<file path="src/design/stbrm_pkg.sv">
// ----------------------------------------------------------------------------
// stbrm_pkg
// shared widths, codes, reset values and handshake structs of the rate meter
// ----------------------------------------------------------------------------
package stbrm_pkg;

	// field widths
	localparam int KIND_W     = 2;
	localparam int STAMP_W    = 64;
	localparam int FREQ_W     = 40;
	localparam int FRATE_W    = 10;
	localparam int GAIN_W     = 23;
	localparam int AVG_W      = 5;
	localparam int DT_W       = 48;
	localparam int SEC_W      = 32;
	localparam int RATE_W     = 32;
	localparam int TIME_W     = 64;
	localparam int PROD_W     = STAMP_W + GAIN_W;
	localparam int CFG_IDX_W  = 3;
	localparam int CFG_DATA_W = 40;
	localparam int IN_DATA_W  = 64;
	localparam int OUT_DATA_W = DT_W + SEC_W + RATE_W + TIME_W;

	// divider remainder and divisor width
	localparam int DIV_R_W   = 64;
	localparam int DIV_CNT_W = 7;

	localparam int HISTORY_DEPTH_DEF = 16;

	// reset values of the registers
	localparam logic              FIXED_MODE_RST = 1'b0;
	localparam logic [FREQ_W-1:0] TICK_FREQ_RST  = 40'd1000000000;
	localparam logic [FRATE_W-1:0] FIXED_RATE_RST = 10'd60;
	localparam logic [GAIN_W-1:0] RATE_GAIN_RST  = 23'd65536;
	localparam logic [AVG_W-1:0]  AVG_COUNT_RST  = 5'd0;

	localparam logic [RATE_W-1:0] RATE_MAX = '1;
	localparam logic [DT_W-1:0]   DT_MAX   = '1;
	localparam logic [TIME_W-1:0] TIME_MAX = '1;

	typedef enum logic [KIND_W-1:0] {
		KIND_TICK   = 2'd0,
		KIND_PAUSE  = 2'd1,
		KIND_RESUME = 2'd2,
		KIND_RESET  = 2'd3
	} kind_t;

	typedef enum logic [CFG_IDX_W-1:0] {
		CFG_FIXED_MODE    = 3'd0,
		CFG_TICK_FREQ     = 3'd1,
		CFG_FIXED_RATE    = 3'd2,
		CFG_RATE_GAIN     = 3'd3,
		CFG_AVERAGE_COUNT = 3'd4
	} cfg_idx_t;

	typedef logic [DIV_CNT_W-1:0] div_cnt_t;

	typedef struct packed {
		logic     start;
		div_cnt_t count;
	} div_cmd_t;

	typedef struct packed {
		logic busy;
		logic done;
	} seq_stat_t;

endpackage

</file>
<file path="src/design/stbrm_div.sv">
// ----------------------------------------------------------------------------
// stbrm_div
// restoring divider, one quotient bit per cycle, dividend shifted in msb first
// ----------------------------------------------------------------------------
module stbrm_div #(
	parameter int DW = 40
) (
	input  logic                              clk,
	input  logic                              arst_n,
	input  stbrm_pkg::div_cmd_t               cmd,
	input  logic [stbrm_pkg::DIV_R_W-1:0]     rem_init,
	input  logic [stbrm_pkg::DIV_R_W-1:0]     divisor,
	input  logic [DW-1:0]                     dividend,
	output stbrm_pkg::seq_stat_t              stat,
	output logic [DW-1:0]                     quotient,
	output logic [stbrm_pkg::DIV_R_W-1:0]     remainder
);

	localparam int RW = stbrm_pkg::DIV_R_W;

	logic                      busy_q;
	logic                      done_q;
	stbrm_pkg::div_cnt_t       cnt_q;
	logic [RW-1:0]             rem_q;
	logic [RW-1:0]             dsr_q;
	logic [DW-1:0]             dvd_q;
	logic [DW-1:0]             quo_q;
	logic [RW:0]               trial;
	logic [RW:0]               diff;
	logic                      fit;

	assign trial = {rem_q, dvd_q[DW-1]};
	assign diff  = trial - {1'b0, dsr_q};
	// no borrow: the divisor fits into the partial remainder
	assign fit   = ~diff[RW];

	always_ff @(posedge clk or negedge arst_n) begin
		if (!arst_n) begin
			busy_q <= 1'b0;
			done_q <= 1'b0;
			cnt_q  <= '0;
		end else begin
			done_q <= 1'b0;
			if (cmd.start) begin
				busy_q <= 1'b1;
				cnt_q  <= cmd.count;
			end else if (busy_q) begin
				cnt_q <= cnt_q - 1'b1;
				if (cnt_q == stbrm_pkg::div_cnt_t'(1)) begin
					busy_q <= 1'b0;
					done_q <= 1'b1;
				end
			end
		end
	end

	always_ff @(posedge clk) begin
		if (cmd.start) begin
			rem_q <= rem_init;
			dsr_q <= divisor;
			dvd_q <= dividend;
			quo_q <= '0;
		end else if (busy_q) begin
			rem_q <= fit ? diff[RW-1:0] : trial[RW-1:0];
			dvd_q <= {dvd_q[DW-2:0], 1'b0};
			quo_q <= {quo_q[DW-2:0], fit};
		end
	end

	assign stat.busy = busy_q;
	assign stat.done = done_q;
	assign quotient  = quo_q;
	assign remainder = rem_q;

endmodule

</file>
<file path="src/design/stbrm_mul.sv">
// ----------------------------------------------------------------------------
// stbrm_mul
// shift-add multiplier of elapsed ticks by the gain, one gain bit per cycle
// ----------------------------------------------------------------------------
module stbrm_mul (
	input  logic                              clk,
	input  logic                              arst_n,
	input  logic                              start,
	input  logic [stbrm_pkg::STAMP_W-1:0]     a,
	input  logic [stbrm_pkg::GAIN_W-1:0]      b,
	output logic                              busy,
	output logic [stbrm_pkg::PROD_W-1:0]      product
);

	localparam int AW    = stbrm_pkg::STAMP_W;
	localparam int BW    = stbrm_pkg::GAIN_W;
	localparam int PW    = stbrm_pkg::PROD_W;
	localparam int CNT_W = $clog2(BW + 1);

	logic             busy_q;
	logic [CNT_W-1:0] cnt_q;
	logic [AW-1:0]    a_q;
	logic [BW-1:0]    b_q;
	logic [PW-1:0]    acc_q;
	logic [AW:0]      sum;

	// add into the upper part, then shift the whole accumulator right
	assign sum = {1'b0, acc_q[PW-1:BW]} + (b_q[0] ? {1'b0, a_q} : '0);

	always_ff @(posedge clk or negedge arst_n) begin
		if (!arst_n) begin
			busy_q <= 1'b0;
			cnt_q  <= '0;
		end else begin
			if (start) begin
				busy_q <= 1'b1;
				cnt_q  <= CNT_W'(BW);
			end else if (busy_q) begin
				cnt_q <= cnt_q - 1'b1;
				if (cnt_q == CNT_W'(1)) begin
					busy_q <= 1'b0;
				end
			end
		end
	end

	always_ff @(posedge clk) begin
		if (start) begin
			a_q   <= a;
			b_q   <= b;
			acc_q <= '0;
		end else if (busy_q) begin
			b_q   <= b_q >> 1;
			acc_q <= {sum, acc_q[BW-1:1]};
		end
	end

	assign busy    = busy_q;
	assign product = acc_q;

endmodule

</file>
<file path="src/design/stbrm_hist.sv">
// ----------------------------------------------------------------------------
// stbrm_hist
// ring of recent rates with valid bits, summed one entry per cycle
// ----------------------------------------------------------------------------
module stbrm_hist #(
	parameter int DEPTH = 16,
	parameter int IDX_W = 4,
	parameter int N_W   = 5,
	parameter int SUM_W = 37
) (
	input  logic                             clk,
	input  logic                             arst_n,
	input  logic                             wr_en,
	input  logic [IDX_W-1:0]                 wr_idx,
	input  logic [stbrm_pkg::RATE_W-1:0]     wr_data,
	input  logic                             sum_start,
	input  logic [N_W-1:0]                   n,
	output stbrm_pkg::seq_stat_t             stat,
	output logic [SUM_W-1:0]                 sum
);

	localparam int RW = stbrm_pkg::RATE_W;

	logic [RW-1:0]    mem [DEPTH];
	logic [DEPTH-1:0] valid_q;
	logic             issue_q;
	logic [IDX_W-1:0] idx_q;
	logic             rd_s1;
	logic             last_s1;
	logic             hit_s1;
	logic [RW-1:0]    data_s1;
	logic [SUM_W-1:0] sum_q;
	logic             done_q;
	logic             last_now;

	assign last_now = (N_W'(idx_q) == n - 1'b1);

	always_ff @(posedge clk or negedge arst_n) begin
		if (!arst_n) begin
			valid_q <= '0;
			issue_q <= 1'b0;
			idx_q   <= '0;
			rd_s1   <= 1'b0;
			last_s1 <= 1'b0;
			done_q  <= 1'b0;
		end else begin
			if (wr_en) begin
				valid_q[wr_idx] <= 1'b1;
			end
			if (sum_start) begin
				issue_q <= 1'b1;
				idx_q   <= '0;
			end else if (issue_q) begin
				idx_q <= idx_q + 1'b1;
				if (last_now) begin
					issue_q <= 1'b0;
				end
			end
			rd_s1   <= issue_q;
			last_s1 <= issue_q & last_now;
			done_q  <= rd_s1 & last_s1;
		end
	end

	// entry storage and registered read
	always_ff @(posedge clk) begin
		if (wr_en) begin
			mem[wr_idx] <= wr_data;
		end
		data_s1 <= mem[idx_q];
		hit_s1  <= valid_q[idx_q];
	end

	always_ff @(posedge clk) begin
		if (sum_start) begin
			sum_q <= '0;
		end else if (rd_s1) begin
			// an entry never written reads as zero
			sum_q <= sum_q + (hit_s1 ? SUM_W'(data_s1) : '0);
		end
	end

	assign stat.busy = issue_q | rd_s1;
	assign stat.done = done_q;
	assign sum       = sum_q;

endmodule

</file>
<file path="src/design/scaled_timebase_rate_meter.sv">
// ----------------------------------------------------------------------------
// scaled_timebase_rate_meter
// frame timer: scaled time accumulator, frame delta in ticks and seconds,
// and instantaneous or averaged frame rate, all from timestamped events
// ----------------------------------------------------------------------------
//
//  channel   dir  handshake            payload
//  s_axis    in   s_tvalid/s_tready    tuser kind, tdata timestamp
//  m_axis    out  m_tvalid/m_tready    tdata delta_ticks, delta_seconds,
//                                      frame_rate, scaled_time
//  cfg       in   cfg_we               cfg_index, cfg_data
//
//  non-tick events and paused ticks go from accept straight to the done state
//  a live tick runs through one shared one-bit-per-cycle divider: rate (skipped if
//  saturated), step fixed by the divider or scaled by the multiplier (multiply
//  overlaps the rate), seconds (skipped if saturated), then no averaging for a
//  zero count, or ring pointer modulo, ring write, ring sum and average divide
//  a reset event zeroes the scaled time at once; arst_n clears the ring by its valid bits
//  a finished word waits in the output register while the next event is
//  already accepted and worked on; a second finished word waits in the last state
//
module scaled_timebase_rate_meter #(
	parameter int HISTORY_DEPTH = stbrm_pkg::HISTORY_DEPTH_DEF
) (
	input  logic                                 clk,
	input  logic                                 arst_n,
	// slave side
	input  logic                                 s_tvalid,
	output logic                                 s_tready,
	input  logic [stbrm_pkg::IN_DATA_W-1:0]      s_tdata,  // [63:0] timestamp
	input  logic [stbrm_pkg::KIND_W-1:0]         s_tuser,  // [1:0] kind
	// master side
	output logic                                 m_tvalid,
	input  logic                                 m_tready,
	// [47:0] delta_ticks, [79:48] delta_seconds, [111:80] frame_rate,
	// [175:112] scaled_time
	output logic [stbrm_pkg::OUT_DATA_W-1:0]     m_tdata,
	// configuration write port
	input  logic                                 cfg_we,
	input  logic [stbrm_pkg::CFG_IDX_W-1:0]      cfg_index,
	input  logic [stbrm_pkg::CFG_DATA_W-1:0]     cfg_data
);

	localparam int IDX_W = (HISTORY_DEPTH > 1) ? $clog2(HISTORY_DEPTH) : 1;
	localparam int N_W   = $clog2(HISTORY_DEPTH + 1);
	localparam int SUM_W = stbrm_pkg::RATE_W + N_W;
	localparam int DW    = (SUM_W > stbrm_pkg::FREQ_W) ? SUM_W : stbrm_pkg::FREQ_W;

	localparam int SW  = stbrm_pkg::STAMP_W;
	localparam int FW  = stbrm_pkg::FREQ_W;
	localparam int RTW = stbrm_pkg::RATE_W;
	localparam int PW  = stbrm_pkg::PROD_W;

	typedef enum logic [13:0] {
		ST_IDLE     = 14'b00000000000001,
		ST_RATE_SET = 14'b00000000000010,
		ST_RATE_RUN = 14'b00000000000100,
		ST_STEP_SET = 14'b00000000001000,
		ST_STEP_RUN = 14'b00000000010000,
		ST_SECS_SET = 14'b00000000100000,
		ST_SECS_RUN = 14'b00000001000000,
		ST_MOD_SET  = 14'b00000010000000,
		ST_MOD_RUN  = 14'b00000100000000,
		ST_HIST_WR  = 14'b00001000000000,
		ST_SUM_RUN  = 14'b00010000000000,
		ST_AVG_SET  = 14'b00100000000000,
		ST_AVG_RUN  = 14'b01000000000000,
		ST_DONE     = 14'b10000000000000
	} state_t;

	state_t state_q;

	// configuration registers
	logic                               fixed_q;
	logic [FW-1:0]                      freq_q;
	logic [stbrm_pkg::FRATE_W-1:0]      frate_q;
	logic [stbrm_pkg::GAIN_W-1:0]       gain_q;
	logic [stbrm_pkg::AVG_W-1:0]        avg_q;

	// timebase state
	logic [SW-1:0]                      last_q;
	logic [stbrm_pkg::TIME_W-1:0]       acc_q;
	logic                               paused_q;
	logic [IDX_W-1:0]                   slot_q;

	// per-event working registers
	logic [SW-1:0]                      elapsed_q;
	logic [RTW-1:0]                     inst_q;
	logic [SW-1:0]                      step_q;
	logic [stbrm_pkg::SEC_W-1:0]        secs_q;
	logic [RTW-1:0]                     rate_q;

	// output register
	logic                               m_tvalid_q;
	logic [stbrm_pkg::OUT_DATA_W-1:0]   m_tdata_q;

	logic                               in_acc;
	logic                               out_free;
	stbrm_pkg::kind_t                   in_kind;
	logic [N_W-1:0]                     n;
	logic                               rate_sat;
	logic                               secs_sat;
	logic [FW-1:0]                      fixed_div;
	logic [SW-1:0]                      scaled_step;
	logic [IDX_W:0]                     slot_inc;

	// shared divider hookup
	stbrm_pkg::div_cmd_t                div_cmd;
	stbrm_pkg::seq_stat_t               div_stat;
	logic [stbrm_pkg::DIV_R_W-1:0]      div_rem;
	logic [stbrm_pkg::DIV_R_W-1:0]      div_dsr;
	logic [DW-1:0]                      div_dvd;
	logic [DW-1:0]                      div_quo;
	logic [stbrm_pkg::DIV_R_W-1:0]      div_left;

	// multiplier hookup
	logic                               mul_start;
	logic                               mul_busy;
	logic [PW-1:0]                      mul_prod;

	// ring hookup
	logic                               hist_wr;
	logic                               hist_start;
	stbrm_pkg::seq_stat_t               hist_stat;
	logic [SUM_W-1:0]                   hist_sum;

	assign s_tready = (state_q == ST_IDLE);
	assign in_acc   = s_tvalid & s_tready;
	assign in_kind  = stbrm_pkg::kind_t'(s_tuser);
	assign out_free = ~m_tvalid_q | m_tready;

	// averaging depth, clamped to the ring
	always_comb begin
		if (32'(avg_q) > HISTORY_DEPTH) begin
			n = N_W'(HISTORY_DEPTH);
		end else begin
			n = N_W'(avg_q);
		end
	end

	// quotient would not fit 32 bits (also covers zero period)
	assign rate_sat = (elapsed_q[SW-1:24] == '0) && (freq_q >= {elapsed_q[23:0], 16'h0});
	// quotient would not fit 32 bits (also covers zero frequency)
	assign secs_sat = (|step_q[SW-1:56]) || (step_q[55:0] >= {freq_q, 16'h0});

	assign fixed_div = (frate_q == '0) ? FW'(1) : FW'(frate_q);
	// product >> 16, saturated at the top of 64 bits
	assign scaled_step = (|mul_prod[PW-1:80]) ? stbrm_pkg::TIME_MAX : mul_prod[79:16];
	assign slot_inc = {1'b0, slot_q} + {{IDX_W{1'b0}}, 1'b1};

	assign mul_start  = (state_q == ST_RATE_SET) & ~fixed_q;
	assign hist_wr    = (state_q == ST_HIST_WR);
	assign hist_start = (state_q == ST_HIST_WR);

	// divider operand select
	always_comb begin
		div_cmd = '0;
		div_rem = '0;
		div_dsr = '0;
		div_dvd = '0;
		case (state_q)
			ST_RATE_SET: begin
				// freq << 16 over elapsed, top part preloaded as remainder
				div_cmd.start = ~rate_sat;
				div_cmd.count = stbrm_pkg::div_cnt_t'(32);
				div_rem       = 64'(freq_q[FW-1:16]);
				div_dsr       = elapsed_q;
				div_dvd       = DW'({freq_q[15:0], 16'h0}) << (DW - 32);
			end
			ST_STEP_SET: begin
				div_cmd.start = fixed_q;
				div_cmd.count = stbrm_pkg::div_cnt_t'(FW);
				div_dsr       = 64'(fixed_div);
				div_dvd       = DW'(freq_q) << (DW - FW);
			end
			ST_SECS_SET: begin
				// step << 16 over freq
				div_cmd.start = ~secs_sat;
				div_cmd.count = stbrm_pkg::div_cnt_t'(32);
				div_rem       = 64'(step_q[SW-1:16]);
				div_dsr       = 64'(freq_q);
				div_dvd       = DW'({step_q[15:0], 16'h0}) << (DW - 32);
			end
			ST_MOD_SET: begin
				// ring pointer step modulo the averaging depth
				div_cmd.start = (n != '0);
				div_cmd.count = stbrm_pkg::div_cnt_t'(IDX_W + 1);
				div_dsr       = 64'(n);
				div_dvd       = DW'(slot_inc) << (DW - IDX_W - 1);
			end
			ST_AVG_SET: begin
				div_cmd.start = 1'b1;
				div_cmd.count = stbrm_pkg::div_cnt_t'(SUM_W);
				div_dsr       = 64'(n);
				div_dvd       = DW'(hist_sum) << (DW - SUM_W);
			end
			default: begin
			end
		endcase
	end

	// configuration, sequencer and timebase state
	always_ff @(posedge clk or negedge arst_n) begin
		if (!arst_n) begin
			fixed_q    <= stbrm_pkg::FIXED_MODE_RST;
			freq_q     <= stbrm_pkg::TICK_FREQ_RST;
			frate_q    <= stbrm_pkg::FIXED_RATE_RST;
			gain_q     <= stbrm_pkg::RATE_GAIN_RST;
			avg_q      <= stbrm_pkg::AVG_COUNT_RST;
			state_q    <= ST_IDLE;
			last_q     <= '0;
			acc_q      <= '0;
			paused_q   <= 1'b0;
			slot_q     <= '0;
			m_tvalid_q <= 1'b0;
		end else begin
			if (cfg_we) begin
				case (stbrm_pkg::cfg_idx_t'(cfg_index))
					stbrm_pkg::CFG_FIXED_MODE:    fixed_q <= cfg_data[0];
					stbrm_pkg::CFG_TICK_FREQ:     freq_q  <= cfg_data[FW-1:0];
					stbrm_pkg::CFG_FIXED_RATE:    frate_q <= cfg_data[stbrm_pkg::FRATE_W-1:0];
					stbrm_pkg::CFG_RATE_GAIN:     gain_q  <= cfg_data[stbrm_pkg::GAIN_W-1:0];
					stbrm_pkg::CFG_AVERAGE_COUNT: avg_q   <= cfg_data[stbrm_pkg::AVG_W-1:0];
					default: begin
					end
				endcase
			end

			// the done state reloads the output register on its own
			if (m_tvalid_q && m_tready && (state_q != ST_DONE)) begin
				m_tvalid_q <= 1'b0;
			end

			case (state_q)
				ST_IDLE: begin
					if (in_acc) begin
						case (in_kind)
							stbrm_pkg::KIND_PAUSE: begin
								paused_q <= 1'b1;
								state_q  <= ST_DONE;
							end
							stbrm_pkg::KIND_RESUME: begin
								paused_q <= 1'b0;
								last_q   <= s_tdata;
								state_q  <= ST_DONE;
							end
							stbrm_pkg::KIND_RESET: begin
								acc_q   <= '0;
								last_q  <= s_tdata;
								state_q <= ST_DONE;
							end
							default: begin
								// live tick: restart the timing base here
								if (!paused_q) begin
									last_q  <= s_tdata;
									state_q <= ST_RATE_SET;
								end else begin
									state_q <= ST_DONE;
								end
							end
						endcase
					end
				end
				ST_RATE_SET: begin
					state_q <= rate_sat ? ST_STEP_SET : ST_RATE_RUN;
				end
				ST_RATE_RUN: begin
					if (div_stat.done) begin
						state_q <= ST_STEP_SET;
					end
				end
				ST_STEP_SET: begin
					state_q <= ST_STEP_RUN;
				end
				ST_STEP_RUN: begin
					if (fixed_q ? div_stat.done : ~mul_busy) begin
						state_q <= ST_SECS_SET;
					end
				end
				ST_SECS_SET: begin
					acc_q   <= acc_q + step_q;
					state_q <= secs_sat ? ST_MOD_SET : ST_SECS_RUN;
				end
				ST_SECS_RUN: begin
					if (div_stat.done) begin
						state_q <= ST_MOD_SET;
					end
				end
				ST_MOD_SET: begin
					state_q <= (n == '0) ? ST_DONE : ST_MOD_RUN;
				end
				ST_MOD_RUN: begin
					if (div_stat.done) begin
						slot_q  <= div_left[IDX_W-1:0];
						state_q <= ST_HIST_WR;
					end
				end
				ST_HIST_WR: begin
					state_q <= ST_SUM_RUN;
				end
				ST_SUM_RUN: begin
					if (hist_stat.done) begin
						state_q <= ST_AVG_SET;
					end
				end
				ST_AVG_SET: begin
					state_q <= ST_AVG_RUN;
				end
				ST_AVG_RUN: begin
					if (div_stat.done) begin
						state_q <= ST_DONE;
					end
				end
				ST_DONE: begin
					if (out_free) begin
						m_tvalid_q <= 1'b1;
						state_q    <= ST_IDLE;
					end
				end
				default: begin
					state_q <= ST_IDLE;
				end
			endcase
		end
	end

	// per-event payload
	always_ff @(posedge clk) begin
		case (state_q)
			ST_IDLE: begin
				if (in_acc) begin
					// non-tick events and paused ticks report zeros
					elapsed_q <= s_tdata - last_q;
					step_q    <= '0;
					secs_q    <= '0;
					rate_q    <= '0;
				end
			end
			ST_RATE_SET: begin
				if (rate_sat) begin
					inst_q <= stbrm_pkg::RATE_MAX;
				end
			end
			ST_RATE_RUN: begin
				if (div_stat.done) begin
					inst_q <= div_quo[RTW-1:0];
				end
			end
			ST_STEP_RUN: begin
				if (fixed_q) begin
					if (div_stat.done) begin
						step_q <= SW'(div_quo[FW-1:0]);
					end
				end else if (!mul_busy) begin
					step_q <= scaled_step;
				end
			end
			ST_SECS_SET: begin
				if (secs_sat) begin
					secs_q <= stbrm_pkg::RATE_MAX;
				end
			end
			ST_SECS_RUN: begin
				if (div_stat.done) begin
					secs_q <= div_quo[stbrm_pkg::SEC_W-1:0];
				end
			end
			ST_MOD_SET: begin
				if (n == '0) begin
					rate_q <= inst_q;
				end
			end
			ST_AVG_RUN: begin
				if (div_stat.done) begin
					rate_q <= div_quo[RTW-1:0];
				end
			end
			ST_DONE: begin
				if (out_free) begin
					m_tdata_q <= {acc_q, rate_q, secs_q,
						(|step_q[SW-1:stbrm_pkg::DT_W]) ? stbrm_pkg::DT_MAX
							: step_q[stbrm_pkg::DT_W-1:0]};
				end
			end
			default: begin
			end
		endcase
	end

	assign m_tvalid = m_tvalid_q;
	assign m_tdata  = m_tdata_q;

	stbrm_div #(
		.DW(DW)
	) u_div (
		.clk       (clk),
		.arst_n    (arst_n),
		.cmd       (div_cmd),
		.rem_init  (div_rem),
		.divisor   (div_dsr),
		.dividend  (div_dvd),
		.stat      (div_stat),
		.quotient  (div_quo),
		.remainder (div_left)
	);

	stbrm_mul u_mul (
		.clk     (clk),
		.arst_n  (arst_n),
		.start   (mul_start),
		.a       (elapsed_q),
		.b       (gain_q),
		.busy    (mul_busy),
		.product (mul_prod)
	);

	stbrm_hist #(
		.DEPTH (HISTORY_DEPTH),
		.IDX_W (IDX_W),
		.N_W   (N_W),
		.SUM_W (SUM_W)
	) u_hist (
		.clk       (clk),
		.arst_n    (arst_n),
		.wr_en     (hist_wr),
		.wr_idx    (slot_q),
		.wr_data   (inst_q),
		.sum_start (hist_start),
		.n         (n),
		.stat      (hist_stat),
		.sum       (hist_sum)
	);

endmodule
</file>
<file path="config.mk">
export PLATFORM = sky130hd
export DESIGN_NAME = scaled_timebase_rate_meter
export DESIGN_NICKNAME = d
export VERILOG_FILES = /design/src/design/stbrm_pkg.sv /design/src/design/stbrm_div.sv /design/src/design/stbrm_mul.sv /design/src/design/stbrm_hist.sv /design/src/design/scaled_timebase_rate_meter.sv
export SDC_FILE = /design/constraint.sdc
export NUM_CORES = 2
export LEC_CHECK = 0
export BUFFER_PORTS_ARGS = -buffer_cell sky130_fd_sc_hd__buf_2
export CELL_PAD_IN_SITES_DETAIL_PLACEMENT = 1
export CELL_PAD_IN_SITES_GLOBAL_PLACEMENT = 1
export CORE_MARGIN = 2
export CORE_UTILIZATION = 30
export CTS_BUF_LIST = sky130_fd_sc_hd__clkbuf_8
export DETAILED_ROUTE_END_ITERATION = 8
export PLACE_DENSITY_LB_ADDON = 0.1
export SLEW_MARGIN = 0
export SYNTH_ARGS = -nofsm -noshare
export SYNTH_HDL_FRONTEND = slang
export SYNTH_SLANG_ARGS = --single-unit
</file>
<file path="constraint.sdc">
create_clock -name clk -period 19 [get_ports clk]
set_clock_uncertainty 0.2 [all_clocks]
set_input_delay 0 -clock clk [delete_from_list [all_inputs] [get_ports clk]]
set_output_delay 0 -clock clk [all_outputs]
set_load 0.03 [all_outputs]
</file>
==> metrics.md <==
| Metric | Value |
|---|---|
| Crit Path Category | register to register |
| Initial detailed-routing violation count | 3931 |
| Sw Share | 38.0% |
| Synth cell types | 109 |
| Logic pwr share | 32.8% |
| GPL Wtd Cong | 0.860 |
| CP delay by family, top | compound AO/OA/AOI/OAI gates |
| Worst Hold Class | primary input to register |
| Psw | 5.10 mW |
| FF+latch area | 45400 µm² |
| Tcrit/Tclk final | 31.2% |
| Worst slew pin tran | 1.23 ns |
| WL final | 288 mm |
| Post-DRT Antenna Nets | 0 |
| Initial antenna violation count | 36 |
| Overall routing resource usage | 20.9% |
| Row Count | 189 |
| Crit path cell chain | ha_1, nor2b_1, o21a_1, o21a_1, o31ai_1, a21oi_1, a2111oi_0, o21bai_1, a21bo_2, and4_4, inv_4, buf_4, nor2_1, a22o_1 |
| Worst stage delay on the critical path | 0.98 ns |
| Worst skew pair latency | 1.02 ns |
| Syn Area/Cell | 12.1 µm² |
| Final worst path period need | 5.93 ns |
| Nets@finish | 7708 |
| Clock Tree Buf Depth | 4 |
| CP arrival | 6.43 ns |
| Die area | 270000 µm² |
| Max FO, Critical Path | 69 |
| Max cap viols | 0 |
| Area growth, synth to finish | 17.9% |
| Max-slew violations | 0 |
| First-pass GRT wire length | 418 mm |
| Setup TNS | 0 ns |
| Via count | 56400 |
| Most used cell, CP | o21a_1 |
| Post-Synthesis Cells | 6599 |
| Sink Count | 1614 |
| Hold Violations, Final | 0 |
| CTS tree | yes |
| Asr flop ratio synth | 16.5% |
| Syn. warnings | 0 |
| Clock share of power | 26.3% |
| EDFF count, synth | 1167 |
| Post-DR wirelength/cell | 26.1 µm |
| Fin area | 94000 µm² |
| CTS resizes | 0 |
| CP Launch Type | register |
| Yosys reg bits | 1614 |
| DRT Pass-1 Iters | 8 |
| Core area | 265000 µm² |
| DP Area | 85100 µm² |
| Critical path's slowest cell | a2111oi_0 |
| Pin count of the biggest net entering global routing | 125 |
| Seq/Total Area, Yosys | 56.9% |
| # port buffers | 291 |
| Peak supply drop | 0.0887 mV |
| Vias per cell | 5.12 |
| Outcome | finished clean |
| DR DRC count | 0 |
| Grt total ovfl | 0 |
| Root buffer cell | clkbuf_8 |
| Overall die height | 519 µm |
| Leak pwr | 37.3 nW |
| CTS H-tree lvls | 5 |
| # IOs | 292 |
| Pwr dens | 143 nW/µm² |
| Fmax | 169 MHz |
| Buffers & Inverters on Critical Path | 2 |
| Seq pwr share | 40.9% |
| Fill cells | 28500 |
| Post-Route Utilization | 35.5% |
| Slew headroom | 15.6% |
| Total Power | 13.4 mW |
| Post-synthesis cell area | 79700 µm² |
| Vias in the first global route | 58500 |
| Layout cells sized above 1 | 16.6% |
| Initial Utilization | 30.1% |
| CTS buffer count | 310 |
| WP data required | 19.50 ns |
| CTS clock-pin slew for the worst setup and hold paths | 0.06 ns |
| Final setup viols | 0 |
| Die Wd | 519 µm |
| Syn_nets | 7083 |
| Footprint of the multi-input gates | 32100 µm² |
| Main synth FF type | edfxtp_1 |
| Internal power | 8.32 mW |
| Post-DP HPWL | 202 mm |
| Crit end category | register |
| Unrepaired setup endpoints after global routing | no |
[state kept, by name, indices dropped and copies added (netlist names), 7 cells and up]
name	cells
u_div.remainder	64
secs_q	32
u_div.dsr_q	64
state_q	14
u_div.dvd_q	40
gain_q	23
u_mul.b_q	23
inst_q	32
u_div.cnt_q	7
freq_q	40
u_hist.valid_q	16
frate_q	10
acc_q	64
elapsed_q	64
u_hist.sum	37
u_mul.product	71
u_hist.mem	512
u_mul.a_q	64
m_tdata	176
u_hist.data_s1	32
u_div.quotient	40
step_q	64
last_q	64
rate_q	32
[synthesized netlist by cell type, types with 10 or more instances]
cell type	instances	area share, %
inv_1	301	1.4
nand4_1	69	0.54
buf_2	13	0.082
or2_2	72	0.57
clkbuf_1	248	1.2
and2_1	142	1.1
and3_1	32	0.25
nor2_1	493	2.3
a21o_1	214	2.0
mux4_2	165	4.7
nor3b_1	18	0.17
a22oi_1	49	0.46
a21boi_0	16	0.15
and4_1	10	0.11
nand2b_1	69	0.54
dfxtp_1	181	4.5
ha_1	365	5.7
xor2_1	99	1.1
a22o_1	41	0.45
a222oi_1	15	0.19
o211ai_1	24	0.23
nor4_1	36	0.28
o21a_1	63	0.59
buf_1	25	0.12
dfrtp_1	247	7.8
nand3_1	90	0.57
o31a_1	10	0.11
or3_1	20	0.16
mux2_2	105	1.5
xnor2_1	170	1.9
mux2i_1	161	2.0
nand2_1	581	2.7
a211oi_1	30	0.28
buf_6	13	0.18
o21bai_1	59	0.56
o21ai_0	331	2.1
nor3_1	65	0.41
edfxtp_1	1167	44
a21oi_1	413	2.6
nor2b_1	40	0.31
a221oi_1	32	0.35
a31oi_1	53	0.42
o21ai_1	16	0.10
o31ai_1	18	0.17
dfstp_2	19	0.63
[logic make-up (layout without fill, tap and decap cells)]
| logic type | Yosys count | in the layout | share of synthesized area, % |
|---|---|---|---|
| and+or+nand+nor | 1791 | 1791 | 10.7 |
| DFF | 1614 | 1614 | 56.9 |
| AOI/OAI and AO/OA | 1507 | 1507 | 12.3 |
| buffers and inverters | 617 | 1493 | 3.13 |
| muxes | 431 | 431 | 8.17 |
| adders and majority gates | 370 | 370 | 5.86 |
| xor gates and xnor gates | 269 | 269 | 2.96 |
| other | 0 | 16 | 0 |
[worst paths after layout]
| check | slack [ns] | from | depth (start not counted) | end |
|---|---|---|---|---|
| setup / recovery | 13.07 | freq_q[17]$_DFFE_PN1P_ | 14 | u_div.remainder[62]$_SDFFCE_PP0P_ |
| hold / removal | 0.09 | s_tdata[38] | 4 | elapsed_q[38]$_DFFE_PP_ |
| setup reg to reg | 13.07 | freq_q[17]$_DFFE_PN1P_ | 14 | u_div.remainder[62]$_SDFFCE_PP0P_ |
| hold reg to reg | 0.22 | rate_q[31]$_DFFE_PP_ | 0 | m_tdata[111]$_DFFE_PP_ |
| max in group asynchronous | 17.45 | arst_n | 4 | fixed_q$_DFFE_PN0P_ |
| min in group asynchronous | 0.11 | arst_n | 4 | acc_q[53]$_DFFE_PN0P_ |
[area by class of cell]
type	instances	area share, %
clock buffers	347	5.08
clock inverters	216	1.51
diodes	16	0.0426
flip-flops and latches	1614	48.3
multi-input cells	4368	34.2
repair buffers	627	4.98
well taps	3533	4.70
inverters	303	1.21
[power by group through the flow]
stage          registers, mW  logic [mW]  clock network, mW
2_1_floorplan           5.19        3.11                  0
3_3_place_gp            5.53        4.30                  0
3_5_place_dp            5.54        4.34                  0
4_1_cts                 5.49        4.43               3.65
5_1_grt                 5.56        4.90               3.80
6_report                5.49        4.40               3.53
[cell usage in the layout (no fill, tap or decap), types with 63 or more instances in the layout]
cell type | netlist | layout
nand4_1 | 69 | 69
buf_2 | 13 | 290
edfxtp_1 | 1167 | 1167
clkbuf_8 | 1 | 347
inv_1 | 301 | 413
a21oi_1 | 413 | 411
or2_2 | 72 | 72
and2_1 | 142 | 142
nand3_1 | 90 | 90
dfrtp_1 | 247 | 240
buf_4 | 9 | 75
nor2_1 | 493 | 481
xor2_1 | 99 | 98
mux2i_1 | 161 | 161
dfxtp_1 | 181 | 181
o21a_1 | 63 | 63
dlygate4sd3_1 | 0 | 258
a21o_1 | 214 | 214
mux2_2 | 105 | 105
xnor2_1 | 170 | 170
mux4_2 | 165 | 165
nand2b_1 | 69 | 69
nand2_1 | 581 | 577
ha_1 | 365 | 365
o21ai_0 | 331 | 331
[through the flow]
stage / cells / hold WS [ns] / worst slack [ns]
3_5_place_dp: 10200 / -0.152 / 13.34
5_1_grt: 11000 / 0.0760 / 12.90
6_report: 11000 / 0.0887 / 13.07
2_1_floorplan: 6599 / -0.496 / 8.56
3_3_place_gp: 10200 / -0.152 / 13.48
4_1_cts: 11000 / 0.00467 / 13.30
[tightest hold or removal path: stages]
cell,delay [ns]
dlygate4sd3_1,0.57
buf_2,0.13
ha_1,0.25
xor2_1,0.10
[layer usage]
layer / GRT usage (%) / vias up / wire length (µm)
li1: - / 25800 / -
met1: 32.1 / 28900 / 145000
met2: 30.6 / 1353 / 122000
met3: 2.90 / 370 / 13700
met4: 5.24 / 4 / 6910
met5: 0 / - / 30
[what timing repair did]
| item | 4_1_cts | 5_1_grt |
|---|---|---|
| buffers inserted | 0 | 0 |
| endpoints found under the setup margin | 0 | 0 |
| endpoints found under the hold margin | 700 | 0 |
| hold buffers | 259 | 0 |
Power figures use the tool's default switching activity.
